==> config.mk <==
export PLATFORM = sky130hd
export DESIGN_NAME = button_long_press_and_multi_tap
export DESIGN_NICKNAME = d
export VERILOG_FILES = /design/src/design/blpmt_pkg.sv /design/src/design/button_long_press_and_multi_tap.sv
export SDC_FILE = /design/constraint.sdc
export NUM_CORES = 1
export LEC_CHECK = 0
export ABC_AREA = 1
export BUFFER_PORTS_ARGS = -buffer_cell sky130_fd_sc_hd__buf_2
export CAP_MARGIN = 25
export CORE_ASPECT_RATIO = 0.9
export CORE_MARGIN = 5
export CORE_UTILIZATION = 60
export CTS_CLUSTER_SIZE = 14
export DETAILED_ROUTE_END_ITERATION = 8
export PLACE_DENSITY = 0.79
export SETUP_SLACK_MARGIN = 0.1
export SYNTH_ARGS = -nofsm -noshare
export SYNTH_HDL_FRONTEND = slang
export SYNTH_SLANG_ARGS = --single-unit
==> constraint.sdc <==
create_clock -name i_clk -period 5.1 [get_ports i_clk]
set_input_delay 0.765 -clock i_clk [delete_from_list [all_inputs] [get_ports i_clk]]
set_output_delay 0.765 -clock i_clk [all_outputs]
set_load 0.01 [all_outputs]
==> src/design/blpmt_pkg.sv <==
`default_nettype none
package blpmt_pkg;

    localparam int COUNT_WIDTH = 16;
    localparam int CMP_W       = (COUNT_WIDTH > 16) ? COUNT_WIDTH : 16;

    localparam int IN_BYTES  = 1;
    localparam int OUT_BYTES = 1;
    localparam int ADDR_W    = 5;

    typedef logic [COUNT_WIDTH-1:0] t_count;

    // register indexes
    localparam logic [2:0] REG_HOLD_TICKS        = 3'd0;
    localparam logic [2:0] REG_LOCKOUT_TICKS     = 3'd1;
    localparam logic [2:0] REG_TAP_TICKS         = 3'd2;
    localparam logic [2:0] REG_TAP_RELEASE_TICKS = 3'd3;
    localparam logic [2:0] REG_TAPS_FOR_RESET    = 3'd4;
    localparam logic [2:0] REG_TAP_WINDOW_TICKS  = 3'd5;

    // reset values
    localparam logic [15:0] RST_HOLD_TICKS        = 16'd750;
    localparam logic [15:0] RST_LOCKOUT_TICKS     = 16'd5000;
    localparam logic [15:0] RST_TAP_TICKS         = 16'd100;
    localparam logic [15:0] RST_TAP_RELEASE_TICKS = 16'd750;
    localparam logic [7:0]  RST_TAPS_FOR_RESET    = 8'd3;
    localparam logic [15:0] RST_TAP_WINDOW_TICKS  = 16'd5000;

    // status codes
    localparam logic [1:0] ST_READY  = 2'd0;
    localparam logic [1:0] ST_OPEN   = 2'd1;
    localparam logic [1:0] ST_CLOSED = 2'd2;

    // output tdata bit positions
    localparam int OB_START   = 0;
    localparam int OB_ACTION  = 1;
    localparam int OB_DISPLAY = 2;
    localparam int OB_RESET   = 3;
    localparam int OB_LOCKED  = 4;

endpackage
`default_nettype wire

==> src/design/button_long_press_and_multi_tap.sv <==
// Each tick's result is registered in the output register; the input is ready
// whenever the output register is empty or being taken. Throughput: one tick
// per cycle unless the output stalls, set by the single-pass update.
// Reset (i_rst_n low, synchronous): counters and flags cleared, thresholds
// back to their defaults, output register empty. A tap reset request clears
// counters, flags and thresholds the same way but still delivers its result.
`default_nettype none
module button_long_press_and_multi_tap
    import blpmt_pkg::*;
(
    input  wire logic                   i_clk,
    input  wire logic                   i_rst_n,
    input  wire logic                   i_s_axis_tvalid,
    output logic                        o_s_axis_tready,
    // [0] button_pressed, [2:1] status_code, [7:3] zero
    input  wire logic [8*IN_BYTES-1:0]  i_s_axis_tdata,
    output logic                        o_m_axis_tvalid,
    input  wire logic                   i_m_axis_tready,
    // [0] start_request, [1] action_level, [2] display_request,
    // [3] reset_request, [4] long_press_locked, [7:5] zero
    output logic [8*OUT_BYTES-1:0]      o_m_axis_tdata,
    input  wire logic                   psel,
    input  wire logic                   penable,
    input  wire logic                   pwrite,
    input  wire logic [ADDR_W-1:0]      paddr,
    input  wire logic [31:0]            pwdata,
    output logic [31:0]                 prdata,
    output logic                        pready
);

    logic [15:0] r_hold_ticks, r_lockout_ticks, r_tap_ticks;
    logic [15:0] r_tap_release_ticks, r_tap_window_ticks;
    logic [7:0]  r_taps_for_reset;

    t_count r_hold, r_lockout, r_tap_press, r_tap_release, r_tap_window;
    t_count n_hold, n_lockout, n_tap_press, n_tap_release, n_tap_window;
    logic   r_long_locked, r_tap_latched, r_action;
    logic   n_long_locked, n_tap_latched, n_action;
    logic [7:0] r_tap_total, n_tap_total;

    logic       r_out_valid;
    logic [8*OUT_BYTES-1:0] r_out_data, n_out_data;

    logic s_fire, step_rst, start, display, pressed, wr_en;
    logic [1:0] status;

    function automatic logic cnt_ge(input t_count c, input logic [15:0] t);
        cnt_ge = CMP_W'(c) >= CMP_W'(t);
    endfunction

    assign pready          = 1'b1;
    assign o_s_axis_tready = !r_out_valid || i_m_axis_tready;
    assign s_fire          = i_s_axis_tvalid && o_s_axis_tready;
    assign o_m_axis_tvalid = r_out_valid;
    assign o_m_axis_tdata  = r_out_data;
    assign wr_en           = psel && penable && pwrite && pready;
    assign pressed         = i_s_axis_tdata[0];
    assign status          = i_s_axis_tdata[2:1];

    always_comb begin
        n_hold        = r_hold;
        n_lockout     = r_lockout;
        n_tap_press   = r_tap_press;
        n_tap_release = r_tap_release;
        n_tap_window  = r_tap_window;
        n_long_locked = r_long_locked;
        n_tap_latched = r_tap_latched;
        n_action      = r_action;
        n_tap_total   = r_tap_total;
        start         = 1'b0;
        display       = 1'b0;
        step_rst      = 1'b0;

        // long press
        if (pressed && !n_long_locked) begin
            if (cnt_ge(n_hold, r_hold_ticks)) begin
                n_long_locked = 1'b1;
                n_tap_total   = '0;
                display       = 1'b1;
                case (status) inside
                    ST_READY:          start    = 1'b1;
                    ST_OPEN, ST_CLOSED: n_action = 1'b1;
                    default:           n_action = 1'b0;
                endcase
            end else begin
                n_hold = n_hold + COUNT_WIDTH'(1);
            end
        end else begin
            n_hold = '0;
        end

        if (n_long_locked) begin
            n_tap_total = '0;
            n_lockout   = n_lockout + COUNT_WIDTH'(1);
            if (cnt_ge(n_lockout, r_lockout_ticks)) begin
                n_long_locked = 1'b0;
                n_lockout     = '0;
                n_action      = 1'b0;
            end
        end

        // taps
        if (pressed && !n_tap_latched) begin
            if (cnt_ge(n_tap_press, r_tap_ticks)) begin
                n_tap_latched = 1'b1;
                n_tap_total   = n_tap_total + 8'd1;
            end else begin
                n_tap_press = n_tap_press + COUNT_WIDTH'(1);
            end
        end else begin
            n_tap_press = '0;
        end

        if (n_tap_latched) begin
            n_tap_release = n_tap_release + COUNT_WIDTH'(1);
            if (cnt_ge(n_tap_release, r_tap_release_ticks)) begin
                n_tap_latched = 1'b0;
                n_tap_release = '0;
            end
        end

        if (n_tap_total >= r_taps_for_reset) begin
            step_rst      = 1'b1;
            n_hold        = '0;
            n_lockout     = '0;
            n_tap_press   = '0;
            n_tap_release = '0;
            n_tap_window  = '0;
            n_long_locked = 1'b0;
            n_tap_latched = 1'b0;
            n_action      = 1'b0;
            n_tap_total   = '0;
        end else if (n_tap_total != 8'd0) begin
            n_tap_window = n_tap_window + COUNT_WIDTH'(1);
            if (cnt_ge(n_tap_window, r_tap_window_ticks)) begin
                n_tap_latched = 1'b0;
                n_tap_press   = '0;
                n_tap_release = '0;
                n_tap_total   = '0;
                n_tap_window  = '0;
            end
        end

        n_out_data             = '0;
        n_out_data[OB_START]   = start;
        n_out_data[OB_ACTION]  = n_action;
        n_out_data[OB_DISPLAY] = display;
        n_out_data[OB_RESET]   = step_rst;
        n_out_data[OB_LOCKED]  = n_long_locked;
    end

    always_ff @(posedge i_clk) begin
        if (!i_rst_n) begin
            r_hold        <= '0;
            r_lockout     <= '0;
            r_tap_press   <= '0;
            r_tap_release <= '0;
            r_tap_window  <= '0;
            r_long_locked <= 1'b0;
            r_tap_latched <= 1'b0;
            r_action      <= 1'b0;
            r_tap_total   <= '0;
        end else if (s_fire) begin
            r_hold        <= n_hold;
            r_lockout     <= n_lockout;
            r_tap_press   <= n_tap_press;
            r_tap_release <= n_tap_release;
            r_tap_window  <= n_tap_window;
            r_long_locked <= n_long_locked;
            r_tap_latched <= n_tap_latched;
            r_action      <= n_action;
            r_tap_total   <= n_tap_total;
        end
    end

    always_ff @(posedge i_clk) begin
        if (!i_rst_n) begin
            r_out_valid <= 1'b0;
        end else if (s_fire) begin
            r_out_valid <= 1'b1;
        end else if (i_m_axis_tready) begin
            r_out_valid <= 1'b0;
        end
    end

    always_ff @(posedge i_clk) begin
        if (s_fire) begin
            r_out_data <= n_out_data;
        end
    end

    always_ff @(posedge i_clk) begin
        if (!i_rst_n || (s_fire && step_rst)) begin
            r_hold_ticks        <= RST_HOLD_TICKS;
            r_lockout_ticks     <= RST_LOCKOUT_TICKS;
            r_tap_ticks         <= RST_TAP_TICKS;
            r_tap_release_ticks <= RST_TAP_RELEASE_TICKS;
            r_taps_for_reset    <= RST_TAPS_FOR_RESET;
            r_tap_window_ticks  <= RST_TAP_WINDOW_TICKS;
        end else if (wr_en) begin
            unique case (paddr[ADDR_W-1:2])
                REG_HOLD_TICKS:        r_hold_ticks        <= pwdata[15:0];
                REG_LOCKOUT_TICKS:     r_lockout_ticks     <= pwdata[15:0];
                REG_TAP_TICKS:         r_tap_ticks         <= pwdata[15:0];
                REG_TAP_RELEASE_TICKS: r_tap_release_ticks <= pwdata[15:0];
                REG_TAPS_FOR_RESET:    r_taps_for_reset    <= pwdata[7:0];
                REG_TAP_WINDOW_TICKS:  r_tap_window_ticks  <= pwdata[15:0];
                default: ;
            endcase
        end
    end

    always_comb begin
        unique case (paddr[ADDR_W-1:2])
            REG_HOLD_TICKS:        prdata = {16'd0, r_hold_ticks};
            REG_LOCKOUT_TICKS:     prdata = {16'd0, r_lockout_ticks};
            REG_TAP_TICKS:         prdata = {16'd0, r_tap_ticks};
            REG_TAP_RELEASE_TICKS: prdata = {16'd0, r_tap_release_ticks};
            REG_TAPS_FOR_RESET:    prdata = {24'd0, r_taps_for_reset};
            REG_TAP_WINDOW_TICKS:  prdata = {16'd0, r_tap_window_ticks};
            default:               prdata = '0;
        endcase
    end

endmodule
`default_nettype wire

# Yosys cells after proc, flatten, opt, wreduce, memory -nomap -nowiden
# Cells that the tools add are included.
# word_totals
ff_bits,185
inputBits,52
out_inout_bits,43
elab_cells,120
# classes
add_sub_neg,6
magnitude_cmp,6
n_eq_ne,8
muxes,52
reduce_logical,29
# ops
cell,count
$mux W16,19
$pmux W16 S6,1
$add A16 B1 Y16 const B,5
$ge A16 B16 Y1,5
$mux W8,8
$mux W1,24
$reduce_and A2 Y1,10
$add A8 B1 Y8 const B,1
$ge A8 B8 Y1,1
$reduce_bool A8 Y1,1
$eq A3 B2 Y1 const B,2
$eq A3 B3 Y1 const B,2
$logic_and A1 B1 Y1,6
$reduce_bool A2 Y1,3
$logic_not A1 Y1,4
$eq A3 B1 Y1 const B,1
$logic_not A3 Y1,1
$ne A3 B2 Y1 const B,1
$eq A2 B1 Y1 const B,1
$eq A2 B2 Y1 const B,1
$logic_not A2 Y1,1
$logic_or A1 B1 Y1,2
$reduce_or A2 Y1,1

# Depth between registers and ports, before layout
# logic_depth
depth_word,11
ltp_mapped,35

# Worst setup path before layout
# Ideal clock, no wire load.
# synth_timing
path_type,register to register
start,reg r_hold_ticks[5]
end,reg r_lockout_ticks[6]
setup_time_ns,0.134
t_arrival_ns,3.797
required_ns,4.966
slack_ns,1.169
stages_incl_launch_ff,33
period_less_slack_ns,3.931
path_cell_list,dfxtp_1 > inv_1 > ha_1 > nand2_1 > nand2_1 > nand2_1 > nand2_1 > nor2_1 > nand2_1 > nand2_1 > nand2_1 > nand2_2 > buf_6 > nand3_2 > inv_2 > ha_1 > nand3_1 > inv_1 > nand3_1 > nand2_1 > nand2_2 > ha_1 > nand2_1 > nor2_1 > nand4_1 > and3_1 > buf_2 > inv_1 > nand2_1 > nand2_1 > clkbuf_1 > clkbuf_1 > a211oi_1
# synth_between
elab_chain_cells,11
word_cells_on_any_way,13
# synth_rtl
element,line,rtl
"start, declared",button_long_press_and_multi_tap.sv:31,"logic [15:0] r_hold_ticks, r_lockout_ticks, r_tap_ticks;"
"start signal, assigned",button_long_press_and_multi_tap.sv:202,REG_HOLD_TICKS: r_hold_ticks <= pwdata[15:0];
$ge A16 B16 Y1 *,button_long_press_and_multi_tap.sv:48,cnt_ge = CMP_W'(c) >= CMP_W'(t);
$mux W8 or $mux W1 (tied branches),button_long_press_and_multi_tap.sv:76,"if (cnt_ge(n_hold, r_hold_ticks)) begin"
$mux W8 or $mux W1 (tied branches),button_long_press_and_multi_tap.sv:75,if (pressed && !n_long_locked) begin
$mux W8 *,button_long_press_and_multi_tap.sv:92,if (n_long_locked) begin
$add A8 B1 Y8,button_long_press_and_multi_tap.sv:106,n_tap_total = n_tap_total + 8'd1;
$mux W8,button_long_press_and_multi_tap.sv:104,"if (cnt_ge(n_tap_press, r_tap_ticks)) begin"
$mux W8 *,button_long_press_and_multi_tap.sv:103,if (pressed && !n_tap_latched) begin
$ge A8 B8 Y1 *,button_long_press_and_multi_tap.sv:122,if (n_tap_total >= r_taps_for_reset) begin
$mux W1 *,button_long_press_and_multi_tap.sv:122,
$logic_and A1 B1 Y1 *,button_long_press_and_multi_tap.sv:193,if (!i_rst_n || (s_fire && step_rst)) begin
$logic_or A1 B1 Y1 *,button_long_press_and_multi_tap.sv:193,
"end signal, assigned",button_long_press_and_multi_tap.sv:203,REG_LOCKOUT_TICKS: r_lockout_ticks <= pwdata[15:0];
"end, declared",button_long_press_and_multi_tap.sv:31,
# Mark *: on every way between the ends. The rest lies on a longest branch, timed or not.
# A chain may end at the register's enable or synchronous reset.

# Worst setup path in the final report
# layout_timing
start,reg r_hold_ticks[5]
end,reg r_lockout[2]
# layout_between
elab_chain_cells,10
word_cells_on_any_way,13
# layout_rtl
element,line,rtl
$ge A16 B16 Y1 *,button_long_press_and_multi_tap.sv:48,
$mux W8 or $mux W1 (tied branches),button_long_press_and_multi_tap.sv:76,
$mux W8 or $mux W1 (tied branches),button_long_press_and_multi_tap.sv:75,
$mux W8,button_long_press_and_multi_tap.sv:92,
$add A8 B1 Y8,button_long_press_and_multi_tap.sv:106,
$mux W8,button_long_press_and_multi_tap.sv:104,
$mux W8,button_long_press_and_multi_tap.sv:103,
$ge A8 B8 Y1,button_long_press_and_multi_tap.sv:122,
$reduce_bool A2 Y1 (no line),--,
$reduce_and A2 Y1 (no line),--,
"end signal, assigned",button_long_press_and_multi_tap.sv:165,r_lockout <= n_lockout;
"end, declared",button_long_press_and_multi_tap.sv:35,"t_count r_hold, r_lockout, r_tap_press, r_tap_release, r_tap_window;"
# Marks and branches as above.

==> out/qor.yml <==
run_status:
  outcome: "completed"
place:
  dpl_cell_area_sq_um: 11890
  io_buffer_count: 51
  hpwl_mm: 22.76
  pre_cts_slack_ns: 0.3895
  finalWeightedCongestion: 0.9420
  dp_cells: 1852
clock_tree:
  cts_buffers: 17
  path_clk_slew_ns: 0.07
  htree_num_levels: 4
  cts_hold_buf: 0
  clockBufferDepth: 2
  clock_latency_ns: 0.44
  clockRootBuffer: "clkbuf_16"
  cts_tree: "done"
  clock-sinks: 185
layout:
  layout.nets: 1771
  syn_to_final_growth_pct: 8.260
  mostFrequentLayoutCells: "288 x nand2_1, 233 x inv_1, 180 x dfxtp_1"
  fin_area_sq_um: 12500
  utilization_pct: 65.63
  num-fill-cells: 1650
  finalNonFillerCells: 1887
  final_common_cell: "nand2_1"
  diodes: 0
  final_layout_size_suffix_gt1_share_pct: 9.957
critical_path:
  r2r_slack_ns: 0.55
  end_kind: "flip-flop"
  crit_slowest_cell: "dfxtp_1"
  crit_top_cell: "nand2_1"
  critPathMaxFanout: 15
  critical_path_arrival_ns: 4.91
  crit_buf_inv: 4
  required_ns: 5.46
  worst_setup_path_start_kind: "flip-flop"
  path_delay_family: "simple AND/OR/NAND/NOR gates"
  path_class: "flip-flop to flip-flop"
  critPathMaxStageDelay_ns: 0.37
yosys:
  synth_edf_count: 5
  ys_seq_area_share_pct: 32.52
  async_flop_share_pct: 0
  synth_flop_cell: "dfxtp_1"
  synth_area_per_cell_sq_um: 7.228
  synth_area_sq_um: 11540
  yosys.cell_types.count: 53
  synth_cells: 1597
  synth.yosys.warnings: 0
  synth_seq_cells: 185
routing:
  drc_errors: 0
  routed_wl_mm: 31.01
  drt_iter0_markers: 963
  dr.pass1.iters: 6
  vias: 10690
  vias_per_cell: 5.666
  ant_nets: 0
  drt-wirelength-per-cell_um: 16.43
grt:
  grt_usage_pct: 28.23
  grt_pass1_wl_mm: 50.43
  grt_pass1_vias: 9778
  antenna_found_initial: 0
  grt_start_max_net_pins: 68
  grt-ovfl-total: 0
job:
  cap_violations: 0
power_and_ir_drop:
  p_sw_mw: 0.8112
  power.clock.fraction_pct: 42.5
  powerDensity_nw_per_um2: 238.4
  p_leak_nw: 5.805
  power_mw: 2.979
  switching_share_pct: 27.23
  p_int_mw: 2.168
  power_frac_comb_pct: 7.9
  power_frac_seq_pct: 49.6
  vdd_drop_max_mv: 0.1666
sta:
  tightestPinTransition_ns: 1.032
  fin_hold_ws_ns: 0.4660
  postLayoutSetupSlackWorst_ns: 0.5548
  relSlewSlack_pct: 31.03
  finalCritPeriodShare_pct: 89.12
  timing.fmax_mhz: 220.0
  setup_viol: 0
  min_period_ns: 4.545
  finClkSkew_ns: 0.01175
  drv_slew: 0
  setup_tns_ns: 0
  hold_viol: 0
  rsz0062_at_grt: "false"
die:
  start_util_pct: 60.63
  pin_count: 95
  fp-row-count: 48
  die-height_um: 141.6
  floorplan.die_area_sq_um: 22110
  design.core.area_sq_um: 19040
  die_w_um: 156.2
min_path:
  hold_class: "flip-flop to flip-flop"
final timing paths:
kind                                                    start                             to  cells past startpoint
worst min-delay path            r_tap_release[4]$_SDFFE_PN0P_  r_tap_release[4]$_SDFFE_PN0P_                      2
worst max register to register   r_hold_ticks[5]$_SDFFE_PP1P_      r_lockout[2]$_SDFFE_PN0P_                     30
worst max-delay path             r_hold_ticks[5]$_SDFFE_PP1P_      r_lockout[2]$_SDFFE_PN0P_                     30
worst min register to register  r_tap_release[4]$_SDFFE_PN0P_  r_tap_release[4]$_SDFFE_PN0P_                      2
flip-flops by register name (all words and copies together) (netlist names):
register	cells
r_tap_release	16
r_lockout	16
r_tap_ticks	16
r_tap_press	16
r_tap_total	8
r_tap_window_ticks	16
r_tap_window	16
o_m_axis_tdata	5
r_action	1
r_tap_release_ticks	16
o_m_axis_tvalid	1
r_hold	16
r_taps_for_reset	8
r_hold_ticks	16
r_lockout_ticks	16
r_long_locked	1
r_tap_latched	1
power groups by stage:
stage / clock network, mW / registers (mW) / logic, mW
floorplan: 0 / 1.51 / 0.151
global placement: 0 / 1.51 / 0.223
detailed placement: 0 / 1.51 / 0.228
CTS: 1.27 / 1.48 / 0.229
global route: 1.33 / 1.48 / 0.254
finish: 1.27 / 1.48 / 0.234
layer usage:
layer	vias up	GRT usage (%)	routed length, um
met1	4853	39.54	13700
met3	75	3.965	2391
met4	0	11.74	1182
li1	5317	-	-
met5	-	0	0
met2	446	43.84	13740
synthesized netlist by cell type (2+ instances only):
cell type,n,area (sq um)
nand2_1,289,1085
inv_1,236,885.9
dfxtp_1,180,3603
nor2_1,156,585.6
a21oi_1,124,620.6
ha_1,95,1189
nand3_1,75,375.4
a211oi_1,53,397.9
xor2_1,50,437.9
clkbuf_1,49,183.9
nor3_1,42,210.2
o211ai_1,31,232.7
o21ai_0,31,155.2
buf_4,20,150.1
nand4_1,19,118.9
o22ai_1,18,112.6
o221ai_1,15,131.4
nand3_2,14,140.1
a21oi_2,11,96.34
a221oi_1,7,61.31
a22oi_1,7,52.55
buf_6,7,78.83
nand2_2,7,43.79
xnor2_1,7,61.31
inv_2,6,22.52
edfxtp_1,5,150.1
buf_2,4,20.02
a31oi_1,3,18.77
nand3b_1,3,22.52
o21a_1,3,22.52
and3_1,2,12.51
conb_1,2,7.510
mux2_2,2,22.52
nor2_2,2,12.51
nor3_2,2,20.02
o21bai_4,2,37.54
or2_2,2,12.51
area by class of cell:
cell class | instances | area [sq um] | area share, %
clock buffers | 18 | 429.2 | 3.434
repair buffers | 72 | 456.7 | 3.655
well taps | 250 | 312.8 | 2.503
multi-input cells | 1105 | 6510 | 52.10
clock inverters | 14 | 113.9 | 0.9112
flip-flops and latches | 185 | 3754 | 30.04
inverters | 243 | 919.6 | 7.360
worst min-delay path, cell delays in order, from the launching register on:
cell	delay [ns]
dfxtp_1	0.31
nand2_1	0.06
a21oi_1	0.05
cell families after synthesis:
| family | share of synthesized area [%] |
|---|---|
| compound gates | 17.16 |
| mux | 0.1951 |
| fa+ha+maj | 10.30 |
| flops | 32.52 |
| simple gates | 23.54 |
| buf+inv | 11.75 |
| other cells | 0.06506 |
| xor+xnor | 4.466 |
timing repair:
item                                    in CTS  in global routing
resized for setup                            0                  4
endpoints found under the setup margin       0                 81
buffers inserted                             0                  2
No activity file was read; power rests on OpenSTA's default activity.
